$ cat src/ray_sphere_nearest_hit_top_defines.svh
// Assertion macros shared by the checking code of the ray/sphere block.
`ifndef RAY_SPHERE_NEAREST_HIT_TOP_DEFINES_SVH
`define RAY_SPHERE_NEAREST_HIT_TOP_DEFINES_SVH

// Consequent must hold in the same cycle as the antecedent.
`define RSNH_ASSERT_NOW(label, ante, cons) \
   label: assert property (@(posedge clock) disable iff (reset) (ante) |-> (cons)) \
      else $error("rsnh same-cycle check failed");

// Consequent must hold in the cycle after the antecedent.
`define RSNH_ASSERT_NEXT(label, ante, cons) \
   label: assert property (@(posedge clock) disable iff (reset) (ante) |=> (cons)) \
      else $error("rsnh next-cycle check failed");

`endif

$ cat src/rsnh_pkg.sv
package rsnh_pkg;

   localparam int MAX_SPHERES = 16;
   localparam int SLOT_W      = $clog2(MAX_SPHERES);
   localparam int CNT_W       = $clog2(MAX_SPHERES + 1);
   localparam int FRAC_BITS   = 16;
   localparam int WORD_W      = 32;
   localparam int PROD_W      = 2 * WORD_W;
   localparam int FM_W        = PROD_W - FRAC_BITS;
   localparam int ACC_W       = FM_W + 2;
   localparam int DIFF_W      = ACC_W + 1;
   localparam int T_W         = WORD_W + 1;
   localparam int DIST_W      = 31;
   localparam int RAD_W       = 31;
   localparam int NORM_W      = 18;
   localparam int MAT_W       = 8;
   localparam int SQ_IN_W     = PROD_W;
   localparam int SQ_OUT_W    = SQ_IN_W / 2;
   localparam int DIV_N_W     = WORD_W + FRAC_BITS;
   localparam int CSR_IDX_W   = 1;
   localparam int CSR_DATA_W  = 32;

   localparam logic [DIST_W-1:0] DIST_MAX        = '1;
   localparam logic [DIST_W-1:0] HIT_LIMIT_RESET = 31'd65536000;
   localparam logic [NORM_W-1:0] NORM_ONE        = NORM_W'(1) << FRAC_BITS;

   localparam logic KIND_LOAD = 1'b0;
   localparam logic KIND_RAY  = 1'b1;

   typedef enum logic [CSR_IDX_W-1:0] {
      CSR_SPHERE_COUNT = 1'b0,
      CSR_HIT_LIMIT    = 1'b1
   } csr_idx_type;

   typedef enum logic [3:0] {
      ST_IDLE,
      ST_READ,
      ST_LSUB,
      ST_MUL,
      ST_MUL_END,
      ST_EVAL,
      ST_SQRT,
      ST_NEXT,
      ST_FINISH,
      ST_HREAD,
      ST_HMUL,
      ST_HSQ,
      ST_HSQ_WAIT,
      ST_DIV_START,
      ST_DIV_WAIT,
      ST_OUT
   } state_type;

   typedef struct packed {
      logic signed [WORD_W-1:0] cx;
      logic signed [WORD_W-1:0] cy;
      logic signed [WORD_W-1:0] cz;
      logic [RAD_W-1:0]         radius;
      logic [MAT_W-1:0]         material;
   } sphere_type;

   localparam logic signed [PROD_W-1:0] S32_MAX_W = 64'sd2147483647;
   localparam logic signed [PROD_W-1:0] S32_MIN_W = -64'sd2147483648;

   function automatic logic signed [WORD_W-1:0] sat32(input logic signed [PROD_W-1:0] v);
      if (v > S32_MAX_W) begin
         return S32_MAX_W[WORD_W-1:0];
      end
      if (v < S32_MIN_W) begin
         return S32_MIN_W[WORD_W-1:0];
      end
      return v[WORD_W-1:0];
   endfunction

endpackage

$ cat src/rsnh_div.sv
module rsnh_div (
   input  logic                         clock,
   input  logic                         reset,
   input  logic                         start,
   input  logic [rsnh_pkg::DIV_N_W-1:0] dividend,
   input  logic [rsnh_pkg::WORD_W-1:0]  divisor,
   output logic                         done,
   output logic [rsnh_pkg::DIV_N_W-1:0] quotient
);
   import rsnh_pkg::*;

   localparam int STEP_W = $clog2(DIV_N_W);

   logic               busy_ff, busy_in;
   logic               done_ff, done_in;
   logic [STEP_W-1:0]  cnt_ff, cnt_in;
   logic [WORD_W-1:0]  rem_ff, rem_in;
   logic [DIV_N_W-1:0] q_ff, q_in;
   logic [WORD_W-1:0]  dsr_ff, dsr_in;
   logic [WORD_W:0]    shifted;
   logic [WORD_W:0]    diff;

   assign shifted = {rem_ff, q_ff[DIV_N_W-1]};
   assign diff    = shifted - {1'b0, dsr_ff};

   // Restoring division, one quotient bit per cycle, MSB first.
   always_comb begin
      busy_in = busy_ff;
      done_in = 1'b0;
      cnt_in  = cnt_ff;
      rem_in  = rem_ff;
      q_in    = q_ff;
      dsr_in  = dsr_ff;
      if (start) begin
         busy_in = 1'b1;
         cnt_in  = STEP_W'(DIV_N_W - 1);
         rem_in  = '0;
         q_in    = dividend;
         dsr_in  = divisor;
      end else if (busy_ff) begin
         if (!diff[WORD_W]) begin
            rem_in = diff[WORD_W-1:0];
            q_in   = {q_ff[DIV_N_W-2:0], 1'b1};
         end else begin
            rem_in = shifted[WORD_W-1:0];
            q_in   = {q_ff[DIV_N_W-2:0], 1'b0};
         end
         if (cnt_ff == '0) begin
            busy_in = 1'b0;
            done_in = 1'b1;
         end else begin
            cnt_in = cnt_ff - 1'b1;
         end
      end
   end

   always_ff @(posedge clock) begin
      if (reset) begin
         busy_ff <= 1'b0;
         done_ff <= 1'b0;
      end else begin
         busy_ff <= busy_in;
         done_ff <= done_in;
      end
   end

   always_ff @(posedge clock) begin
      cnt_ff <= cnt_in;
      rem_ff <= rem_in;
      q_ff   <= q_in;
      dsr_ff <= dsr_in;
   end

   assign done     = done_ff;
   assign quotient = q_ff;

endmodule

$ cat config.mk
export PLATFORM = sky130hd
export DESIGN_NAME = rsnh_div
export DESIGN_NICKNAME = d
export VERILOG_FILES = /design/src/ray_sphere_nearest_hit_top_defines.svh /design/src/rsnh_pkg.sv /design/src/rsnh_div.sv
export SDC_FILE = /design/constraint.sdc
export NUM_CORES = 1
export LEC_CHECK = 0
export BUFFER_PORTS_ARGS = -buffer_cell sky130_fd_sc_hd__buf_2
export CORE_MARGIN = 4
export CORE_UTILIZATION = 45
export CTS_CLUSTER_SIZE = 16
export DETAILED_ROUTE_END_ITERATION = 7
export MAX_ROUTING_LAYER = met4
export PLACE_DENSITY_LB_ADDON = 0.15
export SETUP_SLACK_MARGIN = 0.1
export SYNTH_ARGS = -nofsm -noshare
export SYNTH_HDL_FRONTEND = slang
export SYNTH_SLANG_ARGS = --single-unit
$ cat constraint.sdc
create_clock -name clock -period 3.8 [get_ports clock]
set_input_delay 0 -clock clock [delete_from_list [all_inputs] [get_ports clock]]
set_output_delay 0 -clock clock [all_outputs]
set_load 0.1 [all_outputs]
; Word level (Yosys, flattened, before mapping)
; Index checks and enable logic that the tools add are counted.
[op_classes]
n_lt_le_gt_ge = 0
n_bitwise = 2
mux = 8
reduce_logical = 4
n_mul = 0
n_shift = 0
div_mod_pow = 0
eq_ne = 0
addsub = 2
[ops]
columns = op, count
row1 = $mux W48, 2
row2 = $sub A33 B32 Y33, 1
row3 = $mux W32, 1
row4 = $logic_not A6 Y1, 1
row5 = $sub A6 B1 Y6 const B, 1
row6 = $mux W1, 5
row7 = $reduce_or A3 Y1, 1
row8 = $not A1 Y1, 2
row9 = $reduce_and A2 Y1, 1
row10 = $reduce_bool A2 Y1, 1
[word_totals]
input_bits = 83
n_memories = 0
ff_bits = 120
out_inout_bits = 49
mem_bits_ro = 0
latch_bits = 0
ram_bits = 0
wordCells = 22

; Logic depth before layout (Yosys ltp)
; Gate-level depths: netlist (run 1).
[depth]
depth_word = 4
depth_mapped = 14

; Worst setup path before layout (run 1)
; OpenSTA, ideal clock, no wires.
[synth_timing]
kind = register -> register
startpoint = register q_ff[47] (netlist: quotient[47])
endpoint = register rem_ff[29]
slack_ns = 0.087
synth_period_minus_slack_ns = 3.713
t_arrival_ns = 3.591
stages_incl_launch_ff = 15
path_buffers = 2
cell_sequence = edfxtp_1 > inv_1 > ha_1 > fa_1 > nand2b_1 > a21oi_1 > o41a_1 > a31oi_2 > nor3_1 > o21a_2 > mux2_2 > buf_4 > buf_6 > a21oi_1 > o31ai_1
[synth_via]
elab_chain_cells = 2
[synth_lines]
columns = item, line_no
row1 = start: declaration, rsnh_div.sv:18  ; logic [DIV_N_W-1:0] q_ff, q_in;
row2 = start signal: assignment, rsnh_div.sv:70  ; q_ff <= q_in;
row3 = $sub A33 B32 Y33, rsnh_div.sv:24  ; assign diff = shifted - {1'b0, dsr_ff};
row4 = $mux W32, rsnh_div.sv:41  ; if (!diff[WORD_W]) begin
row5 = end signal: assignment, rsnh_div.sv:69  ; rem_ff <= rem_in;
row6 = end: declaration, rsnh_div.sv:17  ; logic [WORD_W-1:0] rem_ff, rem_in;
; No other way between the ends.
; A chain may end at the register's enable or synchronous reset.

; Final worst setup path (run 1)
[layout_timing]
startpoint = register q_ff[47] (netlist: quotient[47])
endpoint = register rem_ff[3]
; Same word-level chain as after synthesis.

==> impl_metrics.toml, run 1 <==
[global_routing]
track_usage_pct = 21.11
first_global_vias = 5637
grt_first_pass_wirelength_mm = 27.48
number_of_antenna_violations_at_the_first_check_in_global_routing = 0
grt_start_max_net_pins = 58
globalRoute.totalOverflow = 0

[cells_and_area]
share_of_layout_cells_above_drive_strength_1_pct = 26.93
fill_cells = 1186
commonest_non_fill_non_tap_cell_in_the_layout = "sky130_fd_sc_hd__buf_2"
multi_input_area_sq_um = 3166
final_cell_area_sq_um = 8896
final_net_count = 948
post_layout_nonfiller_instances = 1027
most-common-layout-cells = "sky130_fd_sc_hd__buf_2, sky130_fd_sc_hd__dlygate4sd3_1, sky130_fd_sc_hd__edfxtp_1"
antenna_cells_inserted = 0
regArea_sq_um = 3203
areaGrowthSynthToFinish_pct = 33.35

[die]
chipWidth_um = 129.8
initial_core_utilization_pct = 45.90
core_sq_um = 14530
dieHeight_um = 129.8
die_area_sq_um = 16840
io-pin-count = 132
num_rows = 44

[synthesis]
post_synth_num_cell_types = 60
sequential_element_share_of_the_synthesized_area_pct = 48.01
synth_mux_area_share_pct = 8.908
synth_warnings = 0
syn-mean-instance-area_sq_um = 10.66
yosys_register_bits = 120
synth-compound-area-share_pct = 15.25
synthCells = 626
synthSimpleGateAreaFrac_pct = 12.10
synth.net_count = 744
synth_fa_ha_area_share_pct = 6.677
synth_edf_count = 80
synthXorXnorAreaFrac_pct = 4.201
synth_area_sq_um = 6671
synth_async_sr_flop_share_pct = 0
synth_top_flop_cell = "sky130_fd_sc_hd__edfxtp_1"
dominant_combinational_cell_family_by_area_after_synthesis = "compound AO/OA/AOI/OAI gates"

[worst_setup_path]
critPathRequiredTime_ns = 4.11
path_cells = "inv_1 -> ha_1 -> fa_1 -> nand2b_1 -> a21oi_1 -> o41a_1 -> a31oi_2 -> nor3_1 -> o21a_2 -> mux2i_4 -> buf_4 -> o21ai_1 -> a311oi_1"
rr_worst_depth = 13
timing.critical_path.fanout_max = 9
cp.arrival_ns = 3.74
worstSetupStartpointType = "flop"
r2r_slack_ns = 0.37
critical-path-max-stage-delay_ns = 0.38
worst-path-buf-inv = 2
worst_path_dominant_cell_family = "compound AO/OA/AOI/OAI gates"
worstSetupEndpointType = "flop"
crit_type = "reg2reg"
path_depth = 13
cpMaxStageDelayCell = "sky130_fd_sc_hd__fa_1"

[sta]
unrepaired_setup_endpoints_after_global_routing = "false"
period_share_pct = 90.15
timing_worst_slew_pin_value_ns = 1.032
setup_tns_ns = 0
timing.final.crit_period_ns = 3.426
finalSetupViolCount = 0
fin_skew_ns = 0.01186
hold_viol_final = 0
max_freq_ghz = 0.2919
final-max-slew-violation-count = 0
worst_slew_margin_rel_pct = 31.21

[detailed_routing]
ant_nets = 0
routed-via-count = 5670
drc = 0
vias_per_cell = 5.521
avgRoutedWirePerCell_um = 16.59
drt_iter0_markers = 431
dr.pass1.iters = 5
wl_mm = 17.04

[power_and_ir_drop]
vdd.ir_drop.worst_uv = 512.6
power.total_mw = 4.743
powerDensity_nw_per_um2 = 533.2
cellLeakagePower_nw = 3.797

[clocking]
cts_max_level = 4
ctsRootBufferMaster = "sky130_fd_sc_hd__clkbuf_16"
cts_buffers = 17
tritoncts_clock_tree = "built"
clock_latency_ns = 0.42
clock_tree.buffer_depth = 2
clock_input_transition_at_the_sequential_cells_of_the_worst_setup_and_hold_paths_ns = 0.06
tritoncts_num_sinks = 120

[hold_path]
timing.hold.worst.class = "in2reg"
min_path_cells = 2

[placement]
place_hpwl_mm = 10.89
postPlaceCellArea_sq_um = 7435
io_port_bufs = 131
gp_routability_congestion = 0.9025
number_of_cells_in_the_design_after_placement = 911

[outcome]
result_of_the_run = "finished, final reports clean"

[job]
maxCapViolCount = 0
-- flip-flops by register name, indices dropped and copies added, names as in the netlist --
name	cells
busy_ff	1
done	1
quotient	48
dsr_ff	32
cnt_ff	6
rem_ff	32
-- Yosys cell counts (3+ instances only) --
master	number	area, sq um
sky130_fd_sc_hd__nand3_1	32	160.2
sky130_fd_sc_hd__o21ai_1	18	90.09
sky130_fd_sc_hd__nand2_1	36	135.1
sky130_fd_sc_hd__nor2_1	40	150.1
sky130_fd_sc_hd__ha_1	34	425.4
sky130_fd_sc_hd__nand2b_1	9	56.30
sky130_fd_sc_hd__a21oi_1	27	135.1
sky130_fd_sc_hd__xor2_1	10	87.58
sky130_fd_sc_hd__xnor2_1	22	192.7
sky130_fd_sc_hd__edfxtp_1	80	2402
sky130_fd_sc_hd__nand4_1	12	75.07
sky130_fd_sc_hd__and3_1	5	31.28
sky130_fd_sc_hd__inv_1	42	157.7
sky130_fd_sc_hd__a21o_1	17	127.6
sky130_fd_sc_hd__buf_6	4	45.04
sky130_fd_sc_hd__mux2_2	49	551.8
sky130_fd_sc_hd__or3_1	5	31.28
sky130_fd_sc_hd__or4_1	3	22.52
sky130_fd_sc_hd__o31ai_1	6	45.04
sky130_fd_sc_hd__dfxtp_1	40	800.8
sky130_fd_sc_hd__a31oi_1	6	37.54
sky130_fd_sc_hd__nor2b_1	4	25.02
sky130_fd_sc_hd__clkbuf_1	24	90.09
sky130_fd_sc_hd__a311oi_1	23	201.4
sky130_fd_sc_hd__o21bai_1	3	22.52
sky130_fd_sc_hd__nor3_1	7	35.03
sky130_fd_sc_hd__buf_1	5	18.77
sky130_fd_sc_hd__o211ai_1	6	45.04
sky130_fd_sc_hd__o21ai_0	14	70.07
sky130_fd_sc_hd__o311ai_1	3	26.28
-- cell type report --
type,instances,area share (%)
clock inverters,12,1.575
inverters,42,1.772
flip-flops and latches,120,36.01
repair buffers,219,17.10
clock buffers,20,5.373
well taps,184,2.588
multi-input cells,430,35.58
-- final timing paths --
| kind | from | endpoint |
|---|---|---|
| worst max-delay path | quotient[47] | rem_ff[3] |
| worst min-delay path | start | cnt_ff[4] |
| worst max register to register | quotient[47] | rem_ff[3] |
| worst min register to register | rem_ff[6] | rem_ff[6] |
-- stage by stage --
stage          worst slack (ns)  hold slack [ns]  utilization [%]
3_5_place_dp             0.3267           0.1787            51.15
5_1_grt                  0.1169           0.1571            61.21
3_3_place_gp             0.4541           0.1760            51.15
2_1_floorplan            0.1153          0.06907                -
6_report                 0.3745           0.1236            61.21
4_1_cts                  0.2747           0.1149            60.98
-- repair_timing --
| action | CTS | global route |
|---|---|---|
| hold buffers | 81 | 0 |
| setup buffers | 0 | 2 |
| hold endpoints to repair | 82 | 0 |
| gates resized for setup | 0 | 1 |
| endpoints found under the setup margin | 0 | 19 |
-- kinds of logic (layout without fill, tap and decap cells) --
| group | count (synthesis) | count (layout) |
|---|---|---|
| AND/OR/NAND/NOR | 164 | 164 |
| AO/OA/AOI/OAI | 146 | 146 |
| flip-flops | 120 | 120 |
| buffers and inverters | 77 | 293 |
| multiplexers | 52 | 53 |
| adder cells (fa/ha/maj) | 35 | 35 |
| XOR/XNOR | 32 | 32 |
-- power by group --
group          total, mW  internal [mW]  switching (mW)  leakage [nW]
Combinational       1.44          0.473           0.965          2.38
Sequential          1.62           1.54          0.0808          1.13
Clock               1.68           1.05           0.637         0.294
-- layer usage --
metal  vias up  track usage [%]  part of all wire (%)
li1       2758                -                     -
met1      2701            26.76                    45
met2       198            33.21                    48
met3        13            5.894                   6.0
met4         0            6.235                   1.1
met5         -                -                     0
(Power assumes the default switching activity.)
==> run 2, diff against run 1 <==
--- a/config.mk
+++ b/config.mk
@@ -5,9 +5,9 @@
 export SDC_FILE = /design/constraint.sdc
 export NUM_CORES = 1
 export LEC_CHECK = 0
-export BUFFER_PORTS_ARGS = -buffer_cell sky130_fd_sc_hd__buf_2
+export BUFFER_PORTS_ARGS = -buffer_cell sky130_fd_sc_hd__buf_4
 export CORE_MARGIN = 4
-export CORE_UTILIZATION = 45
+export CORE_UTILIZATION = 35
 export CTS_CLUSTER_SIZE = 16
 export DETAILED_ROUTE_END_ITERATION = 7
 export MAX_ROUTING_LAYER = met4
==> impl_metrics.toml, run 2 (synthesized netlist as in run 1, its figures left out) <==
[global_routing]
number_of_antenna_violations_at_the_first_check_in_global_routing = 0
grt_start_max_net_pins = 58
globalRoute.totalOverflow = 0
first_global_vias = 5792
grt_first_pass_wirelength_mm = 28.68
track_usage_pct = 16.92

[hold_path]
timing.hold.worst.class = "in2reg"
min_path_cells = 1
min-delay-start = "start"
hold_path_end = "dsr_ff[7]"

[die]
dieHeight_um = 146.1
io-pin-count = 132
core_sq_um = 18710
die_area_sq_um = 21330
chipWidth_um = 146.1
initial_core_utilization_pct = 35.67
num_rows = 50

[cells_and_area]
final_cell_area_sq_um = 9211
share_of_layout_cells_above_drive_strength_1_pct = 26.63
final_net_count = 946
fill_cells = 1652
flip_flop_count_of_the_largest_register_all_copies_and_words_added = 48
most-common-layout-cells = "sky130_fd_sc_hd__buf_4, sky130_fd_sc_hd__dlygate4sd3_1, sky130_fd_sc_hd__edfxtp_1"
commonest_non_fill_non_tap_cell_in_the_layout = "sky130_fd_sc_hd__buf_4"
areaGrowthSynthToFinish_pct = 38.07
antenna_cells_inserted = 0
post-route-util_pct = 49.24

[sta]
unrepaired_setup_endpoints_after_global_routing = "false"
setup_tns_ns = 0
timing_worst_slew_pin_value_ns = 1.038
finalSetupViolCount = 0
worst_slew_margin_rel_pct = 30.71
hold_viol_final = 0
final-max-slew-violation-count = 0
timing.final.crit_period_ns = 3.364
max_freq_ghz = 0.2973
period_share_pct = 88.52
fin_skew_ns = 0.009678
final_hold_slack_ns = 0.08281

[clocking]
clock_latency_ns = 0.42
cts_max_level = 4
cts_buffers = 17
ctsRootBufferMaster = "sky130_fd_sc_hd__clkbuf_16"
clock_tree.buffer_depth = 2
tritoncts_clock_tree = "built"
tritoncts_num_sinks = 120
clock_input_transition_at_the_sequential_cells_of_the_worst_setup_and_hold_paths_ns = 0.06

[job]
maxCapViolCount = 0

[detailed_routing]
ant_nets = 0
vias_per_cell = 5.220
routed-via-count = 5611
met2RoutedLength_mm = 8.456
drt_iter0_markers = 282
drc = 0
detail_route_met3_wl_um = 975
wl_mm = 17.48
dr.pass1.iters = 5
highest_layer = "met4"
avgRoutedWirePerCell_um = 16.26
met1_length_mm = 7.786

[placement]
gp_routability_congestion = 0.8610
place_hpwl_mm = 11.56
postPlaceCellArea_sq_um = 7830
io_port_bufs = 131

[outcome]
result_of_the_run = "finished, final reports clean"

[worst_setup_path]
rr_endpoint = "rem_ff[18]"
rr_worst_depth = 13
path_common_cell = "sky130_fd_sc_hd__nor3_1"
crit_type = "reg2reg"
worstSetupEndpointType = "flop"
worstSetupStartpointType = "flop"
critical-path-max-stage-delay_ns = 0.41
path_cells = "inv_1 -> ha_1 -> fa_1 -> nand2b_1 -> a21oi_1 -> o41a_1 -> a31oi_2 -> nor3_1 -> o21a_2 -> mux2i_4 -> buf_4 -> nor3_1 -> a2111oi_1"
timing.critical_path.fanout_max = 16
cpMaxStageDelayCell = "sky130_fd_sc_hd__fa_1"
rr_startpoint = "quotient[47]"
cp.arrival_ns = 3.67
r2r_slack_ns = 0.44
critPathRequiredTime_ns = 4.11

[power_and_ir_drop]
vdd.ir_drop.worst_uv = 294.6
cellLeakagePower_nw = 3.876
powerDensity_nw_per_um2 = 506.5
power.total_mw = 4.666
## run 2: changes by cell type in the layout (fill, tap and decap cells not counted), moves of 2 or more
cell,change
sky130_fd_sc_hd__buf_4,+129
sky130_fd_sc_hd__inv_6,+5
sky130_fd_sc_hd__clkbuf_8,-2
sky130_fd_sc_hd__buf_2,-130
## run 2: report_power, final
part	switching, mW	internal, mW
Combinational	0.964	0.520
Sequential	0.0802	1.54
Clock	0.647	0.914
Total	1.69	2.98
## run 2: final cells by class
type | instances | area, sq um | area share [%]
timing repair buffer | 218 | 1839 | 19.97
inverter | 42 | 157.7 | 1.711
sequential | 120 | 3203 | 34.77
tap | 234 | 292.8 | 3.178
clock inverter | 14 | 137.6 | 1.494
clock buffer | 18 | 429.2 | 4.659
multi-input combinational | 429 | 3152 | 34.22
## run 2: how the worst max path moves through the flow
stage                      start    endpoint  slack (ns)  cells past startpoint
CTS                 quotient[47]   rem_ff[9]        0.28                     12
global route        quotient[47]  rem_ff[18]        0.12                     13
finish              quotient[47]  rem_ff[18]        0.44                     13
global placement    quotient[47]   rem_ff[5]        0.48                     12
floorplan           quotient[47]  rem_ff[29]        0.12                     14
detailed placement  quotient[47]   rem_ff[9]        0.32                     12
## run 2: through the flow
step / setup WS, ns / instances
6_report: 0.4363 / 1075
5_1_grt: 0.1239 / 1075
4_1_cts: 0.2833 / 1075
3_5_place_dp: 0.3196 / 962
3_3_place_gp: 0.4767 / 962
2_1_floorplan: 0.1153 / 626
## run 2: per-layer routing
metal	track usage (%)	up-vias
met5	-	-
met4	5.080	0
met3	4.904	23
met2	27.56	154
met1	20.48	2695
li1	-	2739
## run 2: worst max-delay path: cells and delay by family (launching register included)
family | cells | cell delay (ns)
buffers and inverters | 2 | 0.30
AOI/OAI and AO/OA | 5 | 1.20
and+or+nand+nor | 3 | 0.53
adders and majority gates | 2 | 0.62
DFF | 1 | 0.36
muxes | 1 | 0.23
## run 2: repair_timing
action                                  4_1_cts  5_1_grt
endpoints found under the setup margin        0       13
buffers inserted                              0        0
resized for setup                             0        1
hold endpoints to repair                     82        0
hold buffers                                 81        0
==> run 3, diff against run 2 <==
--- a/config.mk
+++ b/config.mk
@@ -5,9 +5,10 @@
 export SDC_FILE = /design/constraint.sdc
 export NUM_CORES = 1
 export LEC_CHECK = 0
-export BUFFER_PORTS_ARGS = -buffer_cell sky130_fd_sc_hd__buf_4
+export BUFFER_PORTS_ARGS = -buffer_cell sky130_fd_sc_hd__buf_2
 export CORE_MARGIN = 4
 export CORE_UTILIZATION = 35
+export CTS_BUF_LIST = sky130_fd_sc_hd__clkbuf_8
 export CTS_CLUSTER_SIZE = 16
 export DETAILED_ROUTE_END_ITERATION = 7
 export MAX_ROUTING_LAYER = met4
==> constraint.sdc (replaced) <==
create_clock -name clock -period 3.8 [get_ports clock]
set_input_delay 0 -clock clock [delete_from_list [all_inputs] [get_ports clock]]
set_output_delay 0 -clock clock [all_outputs]
set_load 0.01 [all_outputs]
==> impl_metrics.toml, run 3 (synthesized netlist as in run 1, its figures left out) <==
[cells_and_area]
most-common-layout-cells = "sky130_fd_sc_hd__buf_2, sky130_fd_sc_hd__dlygate4sd3_1, sky130_fd_sc_hd__edfxtp_1"
areaGrowthSynthToFinish_pct = 30.33
share_of_layout_cells_above_drive_strength_1_pct = 26.63
post_layout_nonfiller_instances = 1075
post-route-util_pct = 46.48
fill_cells = 1746
commonest_non_fill_non_tap_cell_in_the_layout = "sky130_fd_sc_hd__buf_2"
antenna_cells_inserted = 0
final_net_count = 946
flip_flop_count_of_the_largest_register_all_copies_and_words_added = 48
final_cell_area_sq_um = 8695

[sta]
final.setup.worst_slack_ns = 0.4042
worst_slew_margin_rel_pct = 31.72
period_share_pct = 89.36
setup_tns_ns = 0
final_hold_slack_ns = 0.1116
hold_viol_final = 0
final-max-slew-violation-count = 0
unrepaired_setup_endpoints_after_global_routing = "false"
finalSetupViolCount = 0
fin_skew_ns = 0.01248
timing.final.crit_period_ns = 3.396
max_freq_ghz = 0.2945
timing_worst_slew_pin_value_ns = 1.023

[outcome]
result_of_the_run = "finished, final reports clean"

[die]
core_sq_um = 18710
num_rows = 50
chipWidth_um = 146.1
dieHeight_um = 146.1
initial_core_utilization_pct = 35.67
io-pin-count = 132
die_area_sq_um = 21330

[power_and_ir_drop]
powerDensity_nw_per_um2 = 434.4
net-switching-power_mw = 1.244
clkPwrFrac_pct = 29.5
vdd.ir_drop.worst_uv = 238.3
power_frac_seq_pct = 42.8
cell_internal_pwr_mw = 2.533
cellLeakagePower_nw = 3.671
power.total_mw = 3.777
p_sw_share_pct = 32.94
p_comb_share_pct = 27.7

[worst_setup_path]
path_cells = "inv_1 -> ha_1 -> fa_1 -> nand2b_1 -> a21oi_1 -> o41a_1 -> a31oi_2 -> nor3_1 -> o21a_2 -> mux2i_4 -> buf_4 -> nor3_1 -> a2111oi_1"
worstSetupStartpointType = "flop"
worst_path_dominant_cell_family = "compound AO/OA/AOI/OAI gates"
critPathRequiredTime_ns = 4.12
worstSetupEndpointType = "flop"
cp.arrival_ns = 3.72
cpMaxStageDelayCell = "sky130_fd_sc_hd__a2111oi_1"
timing.critical_path.fanout_max = 16
r2r_slack_ns = 0.40
rr_worst_depth = 13
rr_startpoint = "quotient[47]"
crit_type = "reg2reg"
worst-path-buf-inv = 2
path_common_cell = "sky130_fd_sc_hd__nor3_1"
rr_endpoint = "rem_ff[18]"
critical-path-max-stage-delay_ns = 0.40

[detailed_routing]
drt_iter0_markers = 235
vias_per_cell = 5.103
ant_nets = 0
drc = 0
wl_mm = 16.73
avgRoutedWirePerCell_um = 15.57
routed-via-count = 5486
dr.pass1.iters = 5

[hold_path]
min-delay-start = "start"
hold_path_end = "dsr_ff[21]"
min_path_cells = 1
timing.hold.worst.class = "in2reg"

[global_routing]
grt_start_max_net_pins = 57
track_usage_pct = 16.52
first_global_vias = 5784
globalRoute.totalOverflow = 0
number_of_antenna_violations_at_the_first_check_in_global_routing = 0
grt_first_pass_wirelength_mm = 28.34

[clocking]
clock_tree.buffer_depth = 2
clock_input_transition_at_the_sequential_cells_of_the_worst_setup_and_hold_paths_ns = 0.08
tritoncts_clock_tree = "built"
cts_buffers = 17
cts_max_level = 4
clock_latency_ns = 0.44
ctsRootBufferMaster = "sky130_fd_sc_hd__clkbuf_8"
tritoncts_num_sinks = 120

[placement]
dp_slack_ns = 0.3238
gp_routability_congestion = 0.8430
number_of_cells_in_the_design_after_placement = 962
place_hpwl_mm = 11.24
postPlaceCellArea_sq_um = 7505
io_port_bufs = 131

[job]
maxCapViolCount = 0
[run 3: cell count changes in the layout (fill, tap and decap cells not counted), sizes merged]
cell,change
clkbuf,-1
clkinv,-1
clkinvlp,+2
[run 3: worst max path at each step]
| stage | startpoint | endpoint | slack (ns) | cells after the start |
|---|---|---|---|---|
| floorplan | quotient[47] | rem_ff[29] | 0.72 | 14 |
| global placement | quotient[47] | rem_ff[5] | 0.43 | 12 |
| detailed placement | quotient[47] | rem_ff[6] | 0.32 | 12 |
| CTS | quotient[47] | rem_ff[20] | 0.28 | 12 |
| global route | quotient[47] | quotient[0] | 0.12 | 13 |
| finish | quotient[47] | rem_ff[18] | 0.40 | 13 |
[run 3: worst reg2reg max path, cell delays in order (launching register included)]
cell                        delay [ns]
sky130_fd_sc_hd__edfxtp_1         0.37
sky130_fd_sc_hd__inv_1            0.05
sky130_fd_sc_hd__ha_1             0.21
sky130_fd_sc_hd__fa_1             0.39
sky130_fd_sc_hd__nand2b_1         0.19
sky130_fd_sc_hd__a21oi_1          0.19
sky130_fd_sc_hd__o41a_1           0.28
sky130_fd_sc_hd__a31oi_2          0.14
sky130_fd_sc_hd__nor3_1           0.25
sky130_fd_sc_hd__o21a_2           0.24
sky130_fd_sc_hd__mux2i_4          0.24
sky130_fd_sc_hd__buf_4            0.25
sky130_fd_sc_hd__nor3_1           0.07
sky130_fd_sc_hd__a2111oi_1        0.40
[run 3: cell type report]
cell class                      instances  area, sq um  area share [%]
Clock buffer                           17        234.0           2.691
Tap cell                              234        292.8           3.367
Clock inverter                         15        141.4           1.626
Sequential cell                       120         3203           36.84
Timing Repair Buffer                  218         1514           17.41
Multi-Input combinational cell        429         3152           36.25
Inverter                               42        157.7           1.813
[run 3: layer usage]
| metal | GRT usage, % | share of wire [%] | up-vias |
|---|---|---|---|
| met3 | 3.662 | 4.7 | 11 |
| li1 | - | - | 2752 |
| met2 | 26.80 | 49 | 121 |
| met4 | 5.550 | 0.91 | 0 |
| met5 | - | 0 | - |
| met1 | 20.57 | 46 | 2602 |
[run 3: power by group through the flow]
stage,clock network (mW),logic [mW],registers [mW]
2_1_floorplan,0,0.696,1.65
3_3_place_gp,0,0.968,1.64
3_5_place_dp,0,0.981,1.64
4_1_cts,1.16,1.05,1.62
5_1_grt,1.22,1.17,1.63
6_report,1.12,1.05,1.62
[run 3: what timing repair did]
action                                  CTS  global route
gates resized for setup                   0             1
hold buffers                             81             0
endpoints found under the setup margin    0            20
setup buffers                             0             0
hold endpoints to repair                 82             0
